--- config.mk ---
export PLATFORM = sky130hd
export DESIGN_NAME = line_rasterizer_core
export DESIGN_NICKNAME = d
export VERILOG_FILES = /design/src/hw/rtl/lrast_pkg.sv /design/src/hw/rtl/line_rasterizer_core.sv
export SDC_FILE = /design/constraint.sdc
export NUM_CORES = 2
export LEC_CHECK = 0
export ABC_CLOCK_PERIOD_IN_PS = 6800
export BUFFER_PORTS_ARGS = -buffer_cell sky130_fd_sc_hd__buf_2
export CAP_MARGIN = 20
export CORE_MARGIN = 2
export CORE_UTILIZATION = 51
export CTS_CLUSTER_DIAMETER = 50
export CTS_CLUSTER_SIZE = 20
export DETAILED_ROUTE_END_ITERATION = 6
export PLACE_DENSITY = 0.72
export SETUP_SLACK_MARGIN = 0.02
export SYNTH_ARGS = -nofsm -noshare
export SYNTH_HDL_FRONTEND = slang
export SYNTH_SLANG_ARGS = --single-unit
--- constraint.sdc ---
create_clock -name clk -period 6.8 [get_ports clk]
set_clock_uncertainty 0.1 [all_clocks]
set_input_delay 0.68 -clock clk [delete_from_list [all_inputs] [get_ports clk]]
set_output_delay 0.68 -clock clk [all_outputs]
set_load 0.005 [all_outputs]
--- src/hw/rtl/lrast_pkg.sv ---
// Shared types and constants for the line rasterizer.
package lrast_pkg;

  // Item kind carried on s_tuser
  localparam logic KIND_START    = 1'b0;
  localparam logic KIND_CONTINUE = 1'b1;

  // Configuration register file
  localparam int CFG_W     = 15;
  localparam int CFG_IDX_W = 2;

  localparam logic [CFG_IDX_W-1:0] REG_SCREEN_WIDTH    = 2'd0;
  localparam logic [CFG_IDX_W-1:0] REG_SCREEN_HEIGHT   = 2'd1;
  localparam logic [CFG_IDX_W-1:0] REG_SCAN_LINE_PITCH = 2'd2;

  localparam logic [CFG_W-1:0] RST_SCREEN_WIDTH    = 15'd1024;
  localparam logic [CFG_W-1:0] RST_SCREEN_HEIGHT   = 15'd768;
  localparam logic [CFG_W-1:0] RST_SCAN_LINE_PITCH = 15'd1024;

  // Stream word widths
  localparam int IN_DATA_W  = 96;
  localparam int OUT_DATA_W = 96;
  localparam int OFFSET_W   = 28;

  typedef struct packed {
    logic [CFG_W-1:0] screen_width;
    logic [CFG_W-1:0] screen_height;
    logic [CFG_W-1:0] scan_line_pitch;
  } cfg_t;

endpackage

--- src/hw/rtl/line_rasterizer_core.sv ---
// Bresenham line rasterizer: pixel stepper, clip test and framebuffer offset.
//
// Usage:
//   Input words arrive on s_*. s_tuser[0] selects the kind: start loads both
//   endpoints and the colour from s_tdata and yields the first pixel; continue
//   takes one Bresenham step and yields the next pixel. After the endpoint,
//   continue words repeat the end position with no write and tlast set.
//   Each input word gives exactly one output word on m_*: coordinates, the
//   word offset y*pitch+x (zero when clipped), the colour, the write enable
//   on m_tuser[0] and the endpoint flag on m_tlast. Config regs (width,
//   height, pitch) are written through cfg_we/cfg_index/cfg_data; index 3
//   is ignored. The user must write them only while idle (not enforced).
// Timing:
//   One word per clock while the output is not stalled: each pixel is one
//   compare-add step of the error and position. An accepted word reaches m_*
//   via stage 1 (the stepped pixel) and stage 2 (clip and 15x15 offset).
// Reset (rst, synchronous): pipeline empty, no line active (a continue before
//   any start reports pixel 0,0 with no write), config 1024x768, pitch 1024.
// Stall: with m_tready low the output word holds; stage 1 still fills, and
//   s_tready drops only once both stages are full.
module line_rasterizer_core #(
  parameter int COORD_BITS = 16
) (
  input  logic                                clk,
  input  logic                                rst,
  // s_tdata: x_start[15:0], y_start[31:16], x_end[47:32], y_end[63:48],
  //          line_colour[95:64]
  input  logic                                s_tvalid,
  output logic                                s_tready,
  input  logic [lrast_pkg::IN_DATA_W-1:0]     s_tdata,
  input  logic [0:0]                          s_tuser,   // kind[0]
  // m_tdata: pixel_x[15:0], pixel_y[31:16], pixel_offset[59:32],
  //          pixel_value[91:60], zero pad[95:92]
  output logic                                m_tvalid,
  input  logic                                m_tready,
  output logic [lrast_pkg::OUT_DATA_W-1:0]    m_tdata,
  output logic [0:0]                          m_tuser,   // write_enable[0]
  output logic                                m_tlast,   // last
  // config write port
  input  logic                                cfg_we,
  input  logic [lrast_pkg::CFG_IDX_W-1:0]     cfg_index,
  input  logic [lrast_pkg::CFG_W-1:0]         cfg_data
);

  localparam int C      = COORD_BITS;
  localparam int DW     = C + 1;                  // abs delta width
  localparam int EW     = C + 3;                  // error term width
  localparam int XW     = (C > 16) ? C : 16;      // sign-extended coord width
  localparam int CMP_W  = ((C > 15) ? C : 15) + 1;

  // ---------------------------------------------------------------------------
  // Config registers
  // ---------------------------------------------------------------------------
  lrast_pkg::cfg_t cfg;

  always_ff @(posedge clk) begin
    if (rst) begin
      cfg.screen_width    <= lrast_pkg::RST_SCREEN_WIDTH;
      cfg.screen_height   <= lrast_pkg::RST_SCREEN_HEIGHT;
      cfg.scan_line_pitch <= lrast_pkg::RST_SCAN_LINE_PITCH;
    end else if (cfg_we) begin
      unique case (cfg_index)
        lrast_pkg::REG_SCREEN_WIDTH:    cfg.screen_width    <= cfg_data;
        lrast_pkg::REG_SCREEN_HEIGHT:   cfg.screen_height   <= cfg_data;
        lrast_pkg::REG_SCAN_LINE_PITCH: cfg.scan_line_pitch <= cfg_data;
        default: ;
      endcase
    end
  end

  // ---------------------------------------------------------------------------
  // Handshake: two-stage pipe, each stage advances when the next has room
  // ---------------------------------------------------------------------------
  logic s1_valid;
  logic s2_ready;
  logic in_fire;

  assign s2_ready = !m_tvalid || m_tready;
  assign s_tready = !s1_valid || s2_ready;
  assign in_fire  = s_tvalid && s_tready;

  // ---------------------------------------------------------------------------
  // Line state
  // ---------------------------------------------------------------------------
  logic signed [C-1:0]  cur_x, cur_y, target_x, target_y;
  logic        [DW-1:0] abs_dx, abs_dy;
  logic                 step_neg_x, step_neg_y;
  logic signed [EW-1:0] error_term;
  logic        [31:0]   held_colour;
  logic                 finished;

  logic signed [C-1:0]  cur_x_next, cur_y_next, target_x_next, target_y_next;
  logic        [DW-1:0] abs_dx_next, abs_dy_next;
  logic                 step_neg_x_next, step_neg_y_next;
  logic signed [EW-1:0] error_term_next;
  logic        [31:0]   held_colour_next;
  logic                 finished_next;
  logic                 allow_next;

  // input fields, wrapped/extended to the coordinate width
  logic signed [C-1:0]  in_x0, in_y0, in_x1, in_y1;
  logic signed [DW-1:0] diff_x, diff_y;
  logic signed [EW:0]   e2;
  logic                 step_x, step_y;
  logic                 is_start;

  assign is_start = (s_tuser[0] == lrast_pkg::KIND_START);
  assign in_x0 = C'($signed(s_tdata[15:0]));
  assign in_y0 = C'($signed(s_tdata[31:16]));
  assign in_x1 = C'($signed(s_tdata[47:32]));
  assign in_y1 = C'($signed(s_tdata[63:48]));
  assign diff_x = DW'(in_x1) - DW'(in_x0);
  assign diff_y = DW'(in_y1) - DW'(in_y0);

  // doubled error against -dy (x step) and dx (y step)
  assign e2     = {error_term, 1'b0};
  assign step_x = e2 > -$signed((EW+1)'(abs_dy));
  assign step_y = e2 < $signed((EW+1)'(abs_dx));

  always_comb begin
    cur_x_next       = cur_x;
    cur_y_next       = cur_y;
    target_x_next    = target_x;
    target_y_next    = target_y;
    abs_dx_next      = abs_dx;
    abs_dy_next      = abs_dy;
    step_neg_x_next  = step_neg_x;
    step_neg_y_next  = step_neg_y;
    error_term_next  = error_term;
    held_colour_next = held_colour;
    finished_next    = finished;
    allow_next       = 1'b0;
    if (is_start) begin
      cur_x_next       = in_x0;
      cur_y_next       = in_y0;
      target_x_next    = in_x1;
      target_y_next    = in_y1;
      abs_dx_next      = diff_x[DW-1] ? DW'(-diff_x) : DW'(diff_x);
      abs_dy_next      = diff_y[DW-1] ? DW'(-diff_y) : DW'(diff_y);
      step_neg_x_next  = !(in_x0 < in_x1);
      step_neg_y_next  = !(in_y0 < in_y1);
      error_term_next  = $signed(EW'(abs_dx_next)) - $signed(EW'(abs_dy_next));
      held_colour_next = s_tdata[95:64];
      finished_next    = (in_x0 == in_x1) && (in_y0 == in_y1);
      allow_next       = 1'b1;
    end else if (!finished) begin
      if (step_x) begin
        cur_x_next = step_neg_x ? cur_x - 1'b1 : cur_x + 1'b1;
      end
      if (step_y) begin
        cur_y_next = step_neg_y ? cur_y - 1'b1 : cur_y + 1'b1;
      end
      error_term_next = error_term
                      - (step_x ? $signed(EW'(abs_dy)) : EW'(0))
                      + (step_y ? $signed(EW'(abs_dx)) : EW'(0));
      finished_next   = (cur_x_next == target_x) && (cur_y_next == target_y);
      allow_next      = 1'b1;
    end
  end

  always_ff @(posedge clk) begin
    if (rst) begin
      cur_x       <= '0;
      cur_y       <= '0;
      target_x    <= '0;
      target_y    <= '0;
      abs_dx      <= '0;
      abs_dy      <= '0;
      step_neg_x  <= 1'b0;
      step_neg_y  <= 1'b0;
      error_term  <= '0;
      held_colour <= '0;
      finished    <= 1'b1;
    end else if (in_fire) begin
      cur_x       <= cur_x_next;
      cur_y       <= cur_y_next;
      target_x    <= target_x_next;
      target_y    <= target_y_next;
      abs_dx      <= abs_dx_next;
      abs_dy      <= abs_dy_next;
      step_neg_x  <= step_neg_x_next;
      step_neg_y  <= step_neg_y_next;
      error_term  <= error_term_next;
      held_colour <= held_colour_next;
      finished    <= finished_next;
    end
  end

  // ---------------------------------------------------------------------------
  // Stage 1 pixel register
  // ---------------------------------------------------------------------------
  logic signed [C-1:0] p1_x, p1_y;
  logic        [31:0]  p1_colour;
  logic                p1_allow, p1_last;

  always_ff @(posedge clk) begin
    if (rst) begin
      s1_valid <= 1'b0;
    end else if (s_tready) begin
      s1_valid <= in_fire;
    end
  end

  always_ff @(posedge clk) begin
    if (in_fire) begin
      p1_x      <= cur_x_next;
      p1_y      <= cur_y_next;
      p1_colour <= held_colour_next;
      p1_allow  <= allow_next;
      p1_last   <= finished_next;
    end
  end

  // ---------------------------------------------------------------------------
  // Stage 2: clip test and offset multiply
  // ---------------------------------------------------------------------------
  logic [CMP_W-1:0]          ux, uy;
  logic                      on_screen;
  logic [29:0]               prod;
  logic [30:0]               offset_sum;
  logic [lrast_pkg::OFFSET_W-1:0] offset;
  logic signed [XW-1:0]      ext_x, ext_y;

  assign ux        = CMP_W'(p1_x);
  assign uy        = CMP_W'(p1_y);
  assign on_screen = p1_allow && !p1_x[C-1] && !p1_y[C-1]
                  && (ux < CMP_W'(cfg.screen_width))
                  && (uy < CMP_W'(cfg.screen_height));
  // on-screen coordinates are below the 15-bit limits
  assign prod       = uy[14:0] * cfg.scan_line_pitch;
  assign offset_sum = 31'(prod) + 31'(ux[14:0]);
  assign offset     = on_screen ? offset_sum[lrast_pkg::OFFSET_W-1:0] : '0;
  assign ext_x      = XW'(p1_x);
  assign ext_y      = XW'(p1_y);

  logic [15:0]                    out_x, out_y;
  logic [lrast_pkg::OFFSET_W-1:0] out_offset;
  logic [31:0]                    out_colour;
  logic                           out_we, out_last;

  always_ff @(posedge clk) begin
    if (rst) begin
      m_tvalid <= 1'b0;
    end else if (s2_ready) begin
      m_tvalid <= s1_valid;
    end
  end

  always_ff @(posedge clk) begin
    if (s2_ready && s1_valid) begin
      out_x      <= ext_x[15:0];
      out_y      <= ext_y[15:0];
      out_offset <= offset;
      out_colour <= p1_colour;
      out_we     <= on_screen;
      out_last   <= p1_last;
    end
  end

  assign m_tdata    = {4'b0000, out_colour, out_offset, out_y, out_x};
  assign m_tuser[0] = out_we;
  assign m_tlast    = out_last;

  // ---------------------------------------------------------------------------
  // Assertions
  // ---------------------------------------------------------------------------
  // continue on a finished line: no write, endpoint flagged
  assert property (@(posedge clk) disable iff (rst)
    (in_fire && s_tuser[0] == lrast_pkg::KIND_CONTINUE && finished)
      |=> (s1_valid && p1_last && !p1_allow))
    else $error("continue after end must give last without write");

  // single-point line finishes at once
  assert property (@(posedge clk) disable iff (rst)
    (in_fire && is_start && in_x0 == in_x1 && in_y0 == in_y1)
      |=> (finished && p1_last))
    else $error("single-point line must end on its start pixel");

  // a written pixel is never at a negative coordinate
  assert property (@(posedge clk) disable iff (rst)
    (m_tvalid && out_we) |-> (!out_x[15] && !out_y[15]))
    else $error("write enabled for negative coordinate");

  // stage 1 word is not dropped while the output stalls
  assert property (@(posedge clk) disable iff (rst)
    (s1_valid && !s2_ready) |=> (s1_valid && $stable(p1_x) && $stable(p1_y)))
    else $error("stage 1 word lost under stall");

  // clipped pixels carry a zero offset
  assert property (@(posedge clk) disable iff (rst)
    (m_tvalid && !out_we) |-> (out_offset == '0))
    else $error("offset must be zero for a clipped pixel");

endmodule
==> qor.csv <==
metric;value;unit
outcome;complete, no violations;
crit_start;cfg[3];
die_w;245;µm
fin_crit;6420;ps
stdcell_area;33300;µm²
via_per_inst;5.66;
maxCapViolations;0;
synth-seq-cells;359;
port_buffers;214;
synth_cell_types;81;
rsz0062_at_grt;false;
p_total;8.39;mW
initial_utilization;51.6;%
syn_area_per_cell;8.79;µm²
grtUsageTotal;27.4;%
r2r_start;cfg[3];
syn_to_final_growth;12.3;%
drive_gt1_share;12.1;%
finalCritPeriodShare;94.4;%
numClockSinks;359;
crit_family;adder cells;
vdd_drop_max;0.000237;V
ant_nets;0;
antenna_found_initial;2;
path_depth;23;
clk_latency;590;ps
cts-root-buf;clkbuf_16;
grt_pass1_wl;130000;µm
drt_iter0_drc;2263;
crit_arrival;6660;ps
layout.nets;4137;
setup_viol;0;
holdBufCountCts;0;
post-place-ws;49.1;ps
crit_path_start_kind;flop;
wl_per_cell;18.8;µm
ys.flop_type;dfxtp_1;
seqCellArea;8790;µm²
fin_ws;379;ps
cts_buffers;45;
htreeDepth;2;
cp-end-kind;flop;
power_density;252;nW/µm²
cp_common_cell;fa_1;
worst_pin_slew;1160;ps
ys_seq_area_share;29.6;%
regToRegSetupSlack;380;ps
grt_pass1_vias;23688;
synth_area;29700;µm²
relSlewSlack;21.4;%
cts_tree;yes;
gp_congestion;0.975;
clockBufferDepth;3;
dieHeight;245;µm
p_clk_share;29.0;%
syn_inst;3379;
synthArstFlopShare;0;%
drv_slew;0;
drc;0;
n_fill_cell;5095;
leakagePower;14.8;nW
path_clk_slew;70;ps
routed-via-count;24697;
dpl_cell_area;31600;µm²
synth-edff-count;160;
r2r_cells;23;
grt_overflow;0;
endpoint;out_offset[27];
cellInternalPower;5.14;mW
fmax;0.156;GHz
setup_tns;0;ps
hold_viol_final;0;
wl;82000;µm
ios;219;
die-area;60200;µm²
ys_warn_count;0;
rows;88;
pwr-share-seq;30.5;%
crit_buf_inv;6;
drt-pass1-iter-count;6;
crit_slowest_cell;fa_1;
power.switching;3.25;mW
whs;250;ps
worst-path-max-fanout;10;
critPathKind;reg -> reg;
hold_class;in -> reg;
p_sw_share;38.8;%
grt_max_degree;79;
required;7040;ps
multiInputGateArea;19000;µm²
rr_endpoint;out_offset[27];
coreArea;57600;µm²
comb_power_share;40.5;%
crit_path_max_incr_delay;550;ps
crit_path_cell_trace;nand2_1, fa_1, inv_1, fa_1, fa_1, inv_1, fa_1, inv_1, fa_1, inv_1, fa_1, inv_1, ha_1, or3_1, o221ai_1, o211ai_1, nand2_1, o211ai_1, buf_4, a311o_1, a21oi_1, xnor2_1, nor2_1;
dp_hpwl;63300;µm
==> synthesized netlist by cell type, types with 5 or more instances <==
library cell / instances / area [µm²]
nand2_1: 481 / 1810
nor2_1: 251 / 942
a211oi_1: 73 / 548
and2_1: 115 / 719
nor2b_1: 19 / 119
a221oi_1: 14 / 123
inv_1: 411 / 1540
and3_1: 16 / 100
and4_1: 10 / 87.6
edfxtp_1: 160 / 4800
a22oi_1: 27 / 203
o22ai_1: 28 / 175
a311oi_1: 9 / 78.8
mux2_2: 34 / 383
nand3_1: 36 / 180
a21oi_1: 230 / 1150
a211o_1: 14 / 123
xnor2_1: 93 / 815
clkbuf_1: 122 / 458
nor4_1: 13 / 81.3
o21ai_0: 79 / 395
nor3b_1: 8 / 60.1
a31o_2: 6 / 52.6
a21o_1: 63 / 473
fa_1: 202 / 4040
a31oi_1: 24 / 150
or3_1: 18 / 113
nand2b_1: 22 / 138
xor2_1: 68 / 596
dfxtp_1: 199 / 3980
mux2i_1: 13 / 130
buf_1: 11 / 41.3
o21a_1: 21 / 158
o31a_1: 10 / 87.6
ha_1: 255 / 3190
nand4_1: 9 / 56.3
o211ai_1: 25 / 188
o21bai_1: 10 / 75.1
o221ai_1: 5 / 43.8
or2_2: 12 / 75.1
nor3_1: 66 / 330
o41ai_1: 7 / 61.3
nand3b_1: 9 / 67.6
==> tightest hold or removal path: cells and delay by family <==
family	cells	cell delay, ps
AO/OA/AOI/OAI	1	40
buffers and inverters	1	90
AND/OR/NAND/NOR	1	70
==> power groups by stage <==
stage               Combinational [mW]  Sequential [mW]  Clock, mW
CTS                               3.33             2.56       2.48
floorplan                         2.49             2.54          0
finish                            3.40             2.56       2.43
global placement                  3.26             2.60          0
global route                      3.79             2.58       2.57
detailed placement                3.30             2.60          0
==> area by class of cell <==
class | instances | area share (%)
clock inverter | 30 | 0.923
timing repair buffer | 274 | 4.60
antenna | 1 | 0.00751
sequential | 359 | 26.4
clock buffer | 54 | 3.70
tap | 765 | 2.87
multi-input combinational | 2470 | 56.9
inverter | 411 | 4.64
==> metal layers <==
layer  share of wire (%)  up-vias  track usage [%]
met2                  46      898             43.7
li1                    -    11859                -
met4                 3.3        0             9.24
met3                 8.4      145             4.99
met5                   0        -                0
met1                  43    11795             37.6
==> placed cells by master, fill, tap and decap left out, drive strengths merged, types with 13 or more instances in the layout <==
cell / netlist / layout
clkbuf: 122 / 54
nand2b: 22 / 22
xnor2: 93 / 93
a21o: 63 / 63
nor4: 14 / 14
nand2: 481 / 481
nor2: 251 / 251
nand3: 36 / 36
a21oi: 230 / 230
a31oi: 24 / 24
ha: 255 / 255
edfxtp: 160 / 160
mux2: 34 / 34
and3: 16 / 16
a22oi: 27 / 27
and2: 117 / 117
o21ai: 79 / 79
a211oi: 73 / 73
a211o: 14 / 14
or2: 13 / 13
o21a: 21 / 21
fa: 202 / 202
mux2i: 13 / 13
nor3: 66 / 66
or3: 18 / 18
buf: 20 / 274
a221oi: 14 / 14
o211ai: 25 / 25
inv: 411 / 423
o22ai: 28 / 28
nor2b: 19 / 19
xor2: 68 / 68
dfxtp: 199 / 199
clkinv: 0 / 14
==> kinds of logic (layout without fill, tap and decap cells) <==
kind of cell	Yosys count	in the layout	synth area share, %
simple gates	1105	1105	17.0
compound gates	694	694	15.3
buf+inv	553	769	7.08
fa+ha+maj	457	457	24.4
flops	359	359	29.6
xor+xnor	163	163	4.90
mux	47	47	1.73
other cells	1	5	0.0126
==> per-stage QoR <==
step	util, %	std cells
floorplan	-	3382
global placement	54.9	4271
detailed placement	54.9	4271
CTS	57.6	4355
global route	57.9	4363
finish	57.9	4364
==> repair_timing <==
action / 4_1_cts / 5_1_grt
buffers inserted: 0 / 7
hold endpoints to repair: 0 / 0
endpoints found under the setup margin: 1 / 15
pin swaps: 0 / 6
resized for setup: 1 / 19
gates cloned: 0 / 0
==> sequential cells by signal (all words and copies together) (netlist names), 16 cells and up <==
| signal | count |
|---|---|
| abs_dx | 17 |
| out_x | 16 |
| target_y | 16 |
| out_colour | 32 |
| error_term | 19 |
| held_colour | 32 |
| abs_dy | 17 |
| ext_y | 16 |
| cur_x | 16 |
| p1_colour | 32 |
| cfg | 45 |
| ext_x | 16 |
| out_y | 16 |
| out_offset | 28 |
| cur_y | 16 |
| target_x | 16 |
==> worst min path at each step <==
stage,start,cells past startpoint,endpoint,slack (ps)
after floorplan,p1_last,0,m_tlast,300
after global placement,p1_last,0,m_tlast,300
after detailed placement,p1_colour[15],0,out_colour[15],300
after CTS,s_tvalid,3,s1_valid,220
after global routing,s_tdata[55],3,target_y[7],240
final,s_tvalid,3,s1_valid,250
Power figures use the tool's default switching activity.
